<file path="src/sv/spl_pkg.sv">
`timescale 1ns / 1ps
// ----------------------------------------------------------------------------
// spl_pkg
// Shared constants, codes and controller/datapath types of the sample player.
// ----------------------------------------------------------------------------
package spl_pkg;

   localparam int MEMORY_WORDS  = 65536;
   localparam int MAX_CHANNELS  = 8;
   localparam int FRACTION_BITS = 16;

   localparam int MEM_AW      = $clog2(MEMORY_WORDS);
   localparam int OUT_CAP     = (MAX_CHANNELS < 8) ? MAX_CHANNELS : 8;
   localparam int SAMPLE_W    = 16;
   localparam int FRAME_W     = 18;
   localparam int POS_W       = FRACTION_BITS + FRAME_W;
   localparam int ADV_W       = POS_W + 2;
   localparam int STEP_W      = 21;
   localparam int CC_W        = 4;
   localparam int CH_W        = 3;
   localparam int BASE_W      = (FRAME_W - 1) + CC_W;
   localparam int ADDR_CALC_W = BASE_W + 1;
   localparam int PROD_W      = SAMPLE_W + 1 + FRACTION_BITS;
   localparam int ACC_W       = FRACTION_BITS + FRAME_W;
   localparam int CSR_IDX_W   = 3;
   localparam int CSR_DATA_W  = STEP_W;

   typedef enum logic [1:0] {
      ACT_LOAD = 2'd0,
      ACT_TICK = 2'd1,
      ACT_JUMP = 2'd2
   } action_type;

   typedef enum logic [CSR_IDX_W-1:0] {
      CSR_END_FRAME     = 3'd0,
      CSR_LOOP_START    = 3'd1,
      CSR_LOOP_END      = 3'd2,
      CSR_LOOP_ENABLE   = 3'd3,
      CSR_RATE_STEP     = 3'd4,
      CSR_WIDE_SAMPLES  = 3'd5,
      CSR_CHANNEL_COUNT = 3'd6
   } csr_index_type;

   typedef struct packed {
      logic ld_item;
      logic ram_wr;
      logic jump;
      logic start;
      logic base;
      logic rd0;
      logic rd1;
      logic cap1;
      logic mul;
      logic emit;
      logic adv_add;
      logic adv_wrap;
      logic adv_sat;
   } cmd_type;

   typedef struct packed {
      logic [1:0] action;
      logic       stopped;
      logic       chans_zero;
      logic       last_ch;
      logic       out_free;
   } status_type;

endpackage

</file>
<file path="src/sv/spl_ctrl.sv">
`timescale 1ns / 1ps
// ----------------------------------------------------------------------------
// spl_ctrl
// Sequencer of the sample player: dispatches words, steps through channels
// and runs the position update.
// ----------------------------------------------------------------------------
module spl_ctrl (
   input  logic                clock,
   input  logic                reset,
   input  logic                req_valid,
   output logic                req_ready,
   input  spl_pkg::status_type status,
   output spl_pkg::cmd_type    cmd
);
   import spl_pkg::*;

   typedef enum logic [3:0] {
      S_IDLE,
      S_DISPATCH,
      S_START,
      S_BASE,
      S_RD0,
      S_RD1,
      S_CAP1,
      S_MUL,
      S_EMIT,
      S_ADV_ADD,
      S_ADV_WRAP,
      S_ADV_SAT
   } state_type;

   state_type state_ff;

   always_ff @(posedge clock) begin
      if (reset) begin
         state_ff <= S_IDLE;
      end else begin
         unique case (state_ff)
            S_IDLE: begin
               if (req_valid) state_ff <= S_DISPATCH;
            end
            S_DISPATCH: begin
               if (status.action == ACT_TICK) state_ff <= S_START;
               else state_ff <= S_IDLE;
            end
            S_START: state_ff <= S_BASE;
            S_BASE: begin
               priority if (status.chans_zero) begin
                  state_ff <= status.stopped ? S_IDLE : S_ADV_ADD;
               end else if (status.stopped) begin
                  state_ff <= S_EMIT;
               end else begin
                  state_ff <= S_RD0;
               end
            end
            S_RD0:  state_ff <= S_RD1;
            S_RD1:  state_ff <= S_CAP1;
            S_CAP1: state_ff <= S_MUL;
            S_MUL:  state_ff <= S_EMIT;
            S_EMIT: begin
               if (status.out_free) begin
                  priority if (status.last_ch) begin
                     state_ff <= status.stopped ? S_IDLE : S_ADV_ADD;
                  end else if (status.stopped) begin
                     state_ff <= S_EMIT;
                  end else begin
                     state_ff <= S_RD0;
                  end
               end
            end
            S_ADV_ADD:  state_ff <= S_ADV_WRAP;
            S_ADV_WRAP: state_ff <= S_ADV_SAT;
            S_ADV_SAT:  state_ff <= S_IDLE;
            default:    state_ff <= S_IDLE;
         endcase
      end
   end

   assign req_ready = (state_ff == S_IDLE);

   always_comb begin
      cmd          = '0;
      cmd.ld_item  = (state_ff == S_IDLE) && req_valid;
      cmd.ram_wr   = (state_ff == S_DISPATCH) && (status.action == ACT_LOAD);
      cmd.jump     = (state_ff == S_DISPATCH) && (status.action == ACT_JUMP);
      cmd.start    = (state_ff == S_START);
      cmd.base     = (state_ff == S_BASE);
      cmd.rd0      = (state_ff == S_RD0);
      cmd.rd1      = (state_ff == S_RD1);
      cmd.cap1     = (state_ff == S_CAP1);
      cmd.mul      = (state_ff == S_MUL);
      cmd.emit     = (state_ff == S_EMIT) && status.out_free;
      cmd.adv_add  = (state_ff == S_ADV_ADD);
      cmd.adv_wrap = (state_ff == S_ADV_WRAP);
      cmd.adv_sat  = (state_ff == S_ADV_SAT);
   end

   a_accept_dispatch: assert property (@(posedge clock) disable iff (reset)
      req_valid && req_ready |=> state_ff == S_DISPATCH)
      else $error("accepted word not dispatched");

   a_emit_holds: assert property (@(posedge clock) disable iff (reset)
      state_ff == S_EMIT && !status.out_free |=> state_ff == S_EMIT)
      else $error("result dropped while output busy");

   a_advance_after_last: assert property (@(posedge clock) disable iff (reset)
      cmd.emit && status.last_ch && !status.stopped |=> state_ff == S_ADV_ADD)
      else $error("position not advanced after final channel");

endmodule

</file>
<file path="config.mk">
export PLATFORM = sky130hd
export DESIGN_NAME = spl_ctrl
export DESIGN_NICKNAME = d
export VERILOG_FILES = /design/src/sv/spl_pkg.sv /design/src/sv/spl_ctrl.sv
export SDC_FILE = /design/constraint.sdc
export NUM_CORES = 1
export LEC_CHECK = 0
export BUFFER_PORTS_ARGS = -buffer_cell sky130_fd_sc_hd__buf_4
export CAP_MARGIN = 10
export CORE_MARGIN = 2
export CORE_UTILIZATION = 40
export CTS_CLUSTER_DIAMETER = 60
export DETAILED_ROUTE_END_ITERATION = 8
export GPL_ROUTABILITY_DRIVEN = 0
export PLACE_DENSITY = 0.69
export SYNTH_ARGS = -nofsm -noshare
export SYNTH_HDL_FRONTEND = slang
export SYNTH_SLANG_ARGS = --single-unit
</file>
<file path="constraint.sdc">
create_clock -name clock -period 1.2 [get_ports clock]
set_input_delay 0.24 -clock clock [delete_from_list [all_inputs] [get_ports clock]]
set_output_delay 0.24 -clock clock [all_outputs]
set_load 0.02 [all_outputs]
</file>
==> flow_summary.yaml, run 1 <==
outcome:
  status: "did not finish"
  failed_stage: "global routing (5_1_grt)"
  error_text_reported_by_the_tool: "[ERROR DPL-0038] Utilization greater than 100%, impossible to legalize"
synth:
  synth_ff_type: "sky130_fd_sc_hd__dfxtp_1"
  yosys.area.top_type_share_pct: 15.3
  synth_enable_flop_cells: 0
  netlist_top_cells_area: "sky130_fd_sc_hd__dfxtp_1 15%, sky130_fd_sc_hd__ha_1 9.5%, sky130_fd_sc_hd__nor2_1 7.2%, sky130_fd_sc_hd__nor3_1 6.7%, sky130_fd_sc_hd__nand2b_1 6.0%"
  ys_types: 27
  synth_largest_area_cell: "sky130_fd_sc_hd__dfxtp_1"
  synth_async_sr_flop_share_pct: 0
  syn-mean-instance-area_um2: 7.60
  netlist_instances: 69
  yosys_register_bits: 4
  synth.yosys.seq_area_share_pct: 15.3
  syn_nets: 82
  yosys_warn_count: 0
  synth_area_um2: 524
timing:
  timing.repair.worst_endpoint_type: "top-level output"
  grt_repair_worst_endpoint: "cmd[11]"
clocking:
  cts_root_buf: "sky130_fd_sc_hd__clkbuf_4"
  htree_levels: 1
  cts_inserted_buffers: 3
  clock-sinks: 4
  cts_hold_buf: 0
  cts-root-to-sink-buffers: 2
global_route:
  grt_start_max_net_pins: 10
die:
  io-pin-count: 23
  row_count: 13
  die_w_um: 40.2
  die_height_um: 40.2
  floorplan.initialDensity_pct: 41.3
placement:
  detailedPlacementHpwl_um: 1190
  buffer_ports.inserted: 22
  placed_cells_incl_taps: 118
==> cells in the mapped netlist, types with 2 or more instances <==
library cell,n
sky130_fd_sc_hd__nand4b_1,2
sky130_fd_sc_hd__o21ai_1,2
sky130_fd_sc_hd__dfxtp_1,4
sky130_fd_sc_hd__buf_6,2
sky130_fd_sc_hd__nand2_1,2
sky130_fd_sc_hd__nand2b_1,5
sky130_fd_sc_hd__nor4_2,2
sky130_fd_sc_hd__and2_1,2
sky130_fd_sc_hd__ha_1,4
sky130_fd_sc_hd__nor2b_1,2
sky130_fd_sc_hd__o31ai_2,2
sky130_fd_sc_hd__a21oi_1,5
sky130_fd_sc_hd__inv_1,5
sky130_fd_sc_hd__nor3_1,7
sky130_fd_sc_hd__nor2_1,10
sky130_fd_sc_hd__buf_2,2
==> metrics by stage <==
step	setup slack [ps]	utilization (%)	area (um^2)	hold WS, ps
after global placement	-58.5	73.5	932	453
after detailed placement	-123	73.5	932	455
after CTS	-244	93.2	1180	203
after floorplan	-125	-	652	311
==> timing repair <==
action,4_1_cts
endpoints found under the setup margin,17
resized for setup,35
pin swaps,13
buffers inserted,11
==> cell families after synthesis <==
group / synth area share [%]
simple gates: 45.3
fa+ha+maj: 9.55
compound gates: 18.6
flops: 15.3
buf+inv: 11.2
==> run 2: changes to the inputs <==
CORE_AREA = 2 2 63 65   (was unset)
CORE_MARGIN = unset   (was 2)
CORE_UTILIZATION = unset   (was 40)
CTS_CLUSTER_DIAMETER = unset   (was 60)
DIE_AREA = 0 0 65 67   (was unset)
PLACE_DENSITY = unset   (was 0.69)
PLACE_DENSITY_LB_ADDON = 0.15   (was unset)
clock period = 1.55 ns   (was 1.2 ns; I/O delays follow)
==> flow_summary.yaml, run 2 <==
outcome:
  status: "complete, no violations"
synth:
  yosys.cell_count.top_type: "sky130_fd_sc_hd__nor2_1"
  synth_async_sr_flop_share_pct: 0
  ys_types: 27
  synth_ff_type: "sky130_fd_sc_hd__dfxtp_1"
  synth.yosys.seq_area_share_pct: 15.3
  yosys.area.top_type_share_pct: 15.3
  synth_largest_area_cell: "sky130_fd_sc_hd__dfxtp_1"
  syn-mean-instance-area_um2: 7.60
  yosys_register_bits: 4
  syn_nets: 82
  synth_enable_flop_cells: 0
  synthTopCellsByCount: "10 x sky130_fd_sc_hd__nor2_1, 7 x sky130_fd_sc_hd__nor3_1, 5 x sky130_fd_sc_hd__a21oi_1, 5 x sky130_fd_sc_hd__inv_1, 5 x sky130_fd_sc_hd__nand2b_1"
  synth_area_um2: 524
  netlist_instances: 69
  netlist_top_cells_area: "sky130_fd_sc_hd__dfxtp_1 15%, sky130_fd_sc_hd__ha_1 9.5%, sky130_fd_sc_hd__nor2_1 7.2%, sky130_fd_sc_hd__nor3_1 6.7%, sky130_fd_sc_hd__nand2b_1 6.0%"
  yosys_warn_count: 0
global_route:
  grt.overflow.total: 0
  antenna_found_initial: 0
  globalRouteMet3Util_pct: 3.04
  global_route_wire_length_before_repair_um: 2620
  grt_met2_usage_pct: 13.3
  top_usage_layer: "met2"
  globalRouteTotalUtil_pct: 8.00
  met1_usage_pct: 8.94
  number_of_global_route_vias_before_repair: 581
  grt_start_max_net_pins: 14
critical_path:
  worst-setup-path-type: "flop to output pin"
  critPathMaxFanout: 13
  slowest_stage: "sky130_fd_sc_hd__dfxtp_4"
  arrival_time_worst_endpoint_ps: 1180
  crit_path_cell_trace: "nor4_4 > and2_1 > buf_6"
  worst-endpoint-required_ps: 1240
  critical_path_buffer_and_inverter_count: 1
  path_delay_family: "simple AND/OR/NAND/NOR gates"
  timing.critical_path.to_type: "output pin"
  critical_path.startpoint_type: "flop"
  slowest_delay_ps: 390
power_and_ir_drop:
  ir_worst_vdd_mv: 0.201
  pwr_density_cell_mw_per_mm2: 552
  totalPowerFinal_w: 0.000496
  static-leakage-power_nw: 0.386
drt:
  drt_pass1_iterations: 2
  vias: 589
  ant_nets_after_route: 0
  avgRoutedWirePerCell_um: 10.6
  routed_wirelength_um: 1540
  post-route-drc-count: 0
  route.detailed.vias_per_inst: 4.03
  dr.first_iter.drc_count: 13
die:
  die_height_um: 67
  io-pin-count: 23
  floorplan.initialDensity_pct: 14.5
  die_footprint_mm2: 0.00436
  die_w_um: 65
  floorplan.core_area_mm2: 0.00361
  row_count: 22
flow_run:
  timing.max_cap.violations: 0
timing:
  timing.final.hold_violations: 0
  report.final.setup_viol: 0
  timing.fmax_mhz: 670
  timing.max_slew.rel_slack_pct: 77.5
  unrepaired_setup_endpoints_after_global_routing: "yes"
  final_max_slew_viol_count: 0
  finClkSkew_ps: 1.42
  whs_ps: 306
  final_min_period_over_clock_period_pct: 96.3
  final.setup.tns_ps: 0
  final_period_minus_worst_setup_slack_ps: 1490
  tightestPinTransition_ps: 336
cells_and_area:
  area_growth_syn_to_fin_pct: 71.1
  regMostFlops: "state_ff"
  most-common-layout-cells: "27 x sky130_fd_sc_hd__buf_4, 9 x sky130_fd_sc_hd__nor2_1, 6 x sky130_fd_sc_hd__nor3_1"
  finalCoreUtilization_pct: 24.9
  largest_registers: "state_ff (4)"
  mostFrequentLayoutCell: "sky130_fd_sc_hd__buf_4"
  layout.filler_cells: 398
  largest_reg_flops: 4
  antenna-diode-count: 0
  drive_gt1_share_pct: 50.0
  final_design_area_no_fill_um2: 897
  final_net_count: 113
clocking:
  path_clk_slew_ps: 30
  cts_tree: "done"
  htree_levels: 1
  clkLatencyLatePin_ps: 220
  cts_root_buf: "sky130_fd_sc_hd__clkbuf_8"
  clock-sinks: 4
  cts_inserted_buffers: 3
  cts-root-to-sink-buffers: 2
  cts_hold_buf: 0
placement:
  placed_cell_area_um2: 783
  detailedPlacementHpwl_um: 1210
  buffer_ports.inserted: 22
worst_hold_path:
  hold_path.class: "primary input to flop"
==> run 2: cell families (layout without fill, tap and decap cells) <==
logic type / Yosys count / in the layout / share of synthesized area, %
buf+inv: 10 / 39 / 11.2
fa+ha+maj: 4 / 4 / 9.55
simple gates: 38 / 38 / 45.3
flops: 4 / 4 / 15.3
compound gates: 13 / 13 / 18.6
==> run 2: layout make-up <==
class | count | area [um^2] | area share (%)
multi-input cells | 55 | 425 | 47.4
inverters | 5 | 18.8 | 2.09
flip-flops and latches | 4 | 95.1 | 10.6
repair buffers | 31 | 256 | 28.6
clock buffers | 3 | 41.3 | 4.60
well taps | 48 | 60.1 | 6.69
==> run 2: metrics by stage <==
stage | std cells | setup WS [ps]
final | 146 | 58.0
after global routing | 146 | -17.9
after CTS | 146 | 3.50
after detailed placement | 141 | 98.0
after global placement | 141 | 99.0
after floorplan | 69 | -1.61
==> run 2: routing by layer <==
| layer | vias to the layer above | wire [um] |
|---|---|---|
| li1 | 303 | - |
| met2 | 18 | 743 |
| met5 | - | 0 |
| met1 | 268 | 651 |
| met3 | 0 | 148 |
| met4 | 0 | 0 |
==> run 2: repair_timing <==
item	4_1_cts	5_1_grt
pin swaps	3	3
gates cloned	0	0
resized for setup	8	8
setup endpoints to repair	13	7
setup buffers	2	0
==> run 2: report_power, final <==
group | switching, W | internal [W] | leakage, nW
clock | 0.0000552 | 0.000166 | 0.0216
combinational | 0.0000757 | 0.0000815 | 0.329
sequential | 0.0000124 | 0.000105 | 0.0355
==> run 2: final timing paths <==
| kind | start | endpoint | slack [ps] | cells after the start |
|---|---|---|---|---|
| max reg2reg | state_ff[2] | state_ff[2] | 240 | 5 |
| max | state_ff[1] | cmd[12] | 60 | 3 |
| min reg2reg | state_ff[3] | state_ff[0] | 670 | 2 |
| min | reset | state_ff[1] | 310 | 2 |
Power figures use the tool's default switching activity.
==> run 3: changes to the inputs <==
SETUP_SLACK_MARGIN = 0.2   (was unset)
==> flow_summary.yaml, run 3 (same netlist as run 2, synthesis figures left out) <==
cells_and_area:
  mostFrequentLayoutCell: "sky130_fd_sc_hd__buf_4"
  drive_gt1_share_pct: 72.8
  layout.filler_cells: 384
  largest_registers: "state_ff (4)"
  final_net_count: 129
  antenna-diode-count: 0
  largest_reg_flops: 4
  most-common-layout-cells: "32 x sky130_fd_sc_hd__buf_4, 13 x sky130_fd_sc_hd__buf_6, 7 x sky130_fd_sc_hd__nor2_1"
  regMostFlops: "state_ff"
  area_growth_syn_to_fin_pct: 126
  area.sequential_um2: 95.1
  multi_input_area_um2: 548
critical_path:
  worst-setup-path-type: "flop to output pin"
  worst-r2r-setup-slack_ps: 120
  worst-endpoint-required_ps: 1240
  critical_path_buffer_and_inverter_count: 2
  slowest_delay_ps: 340
  worst_reg2reg_path_length_in_cells: 7
  path_delay_family: "simple AND/OR/NAND/NOR gates"
  critPathMaxFanout: 5
  critical_path.startpoint_type: "flop"
  slowest_stage: "sky130_fd_sc_hd__dfxtp_4"
  arrival_time_worst_endpoint_ps: 1190
  critical_path.reg2reg.startpoint: "state_ff[0]"
  critPathLaunch: "state_ff[2]"
  timing.critical_path.to_type: "output pin"
  crit_path_cell_trace: "buf_6 > nor4_4 > and2_4 > buf_6"
  timing.rr.end: "state_ff[3]"
  crit_top_cell: "sky130_fd_sc_hd__buf_6"
drt:
  avgRoutedWirePerCell_um: 11.4
  vias: 677
  routed_wirelength_um: 1840
  ant_nets_after_route: 0
  dr.first_iter.drc_count: 31
  route.detailed.vias_per_inst: 4.18
  drt_pass1_iterations: 4
  post-route-drc-count: 0
worst_hold_path:
  hold-path-cell-count: 2
  hold_path.class: "primary input to flop"
  holdCritStartpoint: "reset"
  min_delay_worst_endpoint: "state_ff[2]"
power_and_ir_drop:
  static-leakage-power_nw: 0.517
  totalPowerFinal_w: 0.000570
  ir_worst_vdd_mv: 0.172
  pwr_density_cell_mw_per_mm2: 481
die:
  die_footprint_mm2: 0.00436
  floorplan.initialDensity_pct: 14.5
  die_w_um: 65
  die_height_um: 67
  row_count: 22
  floorplan.core_area_mm2: 0.00361
  io-pin-count: 23
global_route:
  grt.overflow.total: 0
  grt_start_max_net_pins: 13
  global_route_wire_length_before_repair_um: 2630
  globalRouteTotalUtil_pct: 7.83
  number_of_global_route_vias_before_repair: 618
  antenna_found_initial: 0
clocking:
  cts-root-to-sink-buffers: 2
  clkLatencyLatePin_ps: 220
  cts_tree: "done"
  htree_levels: 1
  cts_inserted_buffers: 3
  cts_hold_buf: 0
  path_clk_slew_ps: 30
  clock-sinks: 4
  cts_root_buf: "sky130_fd_sc_hd__clkbuf_8"
flow_run:
  timing.max_cap.violations: 0
timing:
  final_min_period_over_clock_period_pct: 96.9
  report.final.setup_viol: 0
  finClkSkew_ps: 0.691
  final_max_slew_viol_count: 0
  tightestPinTransition_ps: 263
  timing.final.hold_violations: 0
  whs_ps: 322
  final_period_minus_worst_setup_slack_ps: 1500
  unrepaired_setup_endpoints_after_global_routing: "yes"
  final.setup.tns_ps: 0
  timing.max_slew.rel_slack_pct: 82.5
  timing.fmax_mhz: 666
placement:
  buffer_ports.inserted: 22
  detailedPlacementHpwl_um: 1180
outcome:
  status: "complete, no violations"
## run 3: area by class of cell
class,count,area share (%)
inverters,5,1.58
well taps,48,5.07
repair buffers,47,35.6
flip-flops and latches,4,8.03
multi-input cells,55,46.3
clock buffers,3,3.48
## run 3: worst max path at each step
stage                     depth (start not counted)  endpoint
after global placement                            3    cmd[4]
after floorplan                                   3   cmd[12]
after CTS                                         3   cmd[10]
after detailed placement                          3    cmd[4]
after global routing                              3   cmd[11]
final                                             4   cmd[12]
## run 3: per-layer routing
| metal | vias to the layer above | wire [um] | track usage, % |
|---|---|---|---|
| met5 | - | 0 | 0 |
| met4 | 0 | 15 | 3.19 |
| met3 | 2 | 85 | 2.03 |
| met2 | 18 | 1020 | 14.9 |
| met1 | 323 | 718 | 8.05 |
| li1 | 334 | - | - |
## run 3: through the flow
stage,instances,cell area (um^2),setup WS [ps],utilization (%)
2_1_floorplan,69,577,68.2,-
3_3_place_gp,141,806,153,22.3
3_5_place_dp,141,806,141,22.3
4_1_cts,156,1030,60.4,28.5
5_1_grt,162,1180,-10.4,32.9
6_report,162,1180,48.8,32.9
## run 3: timing repair
action,CTS,global route
pin swaps,5,8
setup buffers,12,6
setup endpoints to repair,17,17
resized for setup,23,27
## run 3: power by group
group          switching (W)  internal, W
sequential        0.00000974     0.000105
combinational       0.000109     0.000131
clock              0.0000506     0.000165
total               0.000169     0.000401
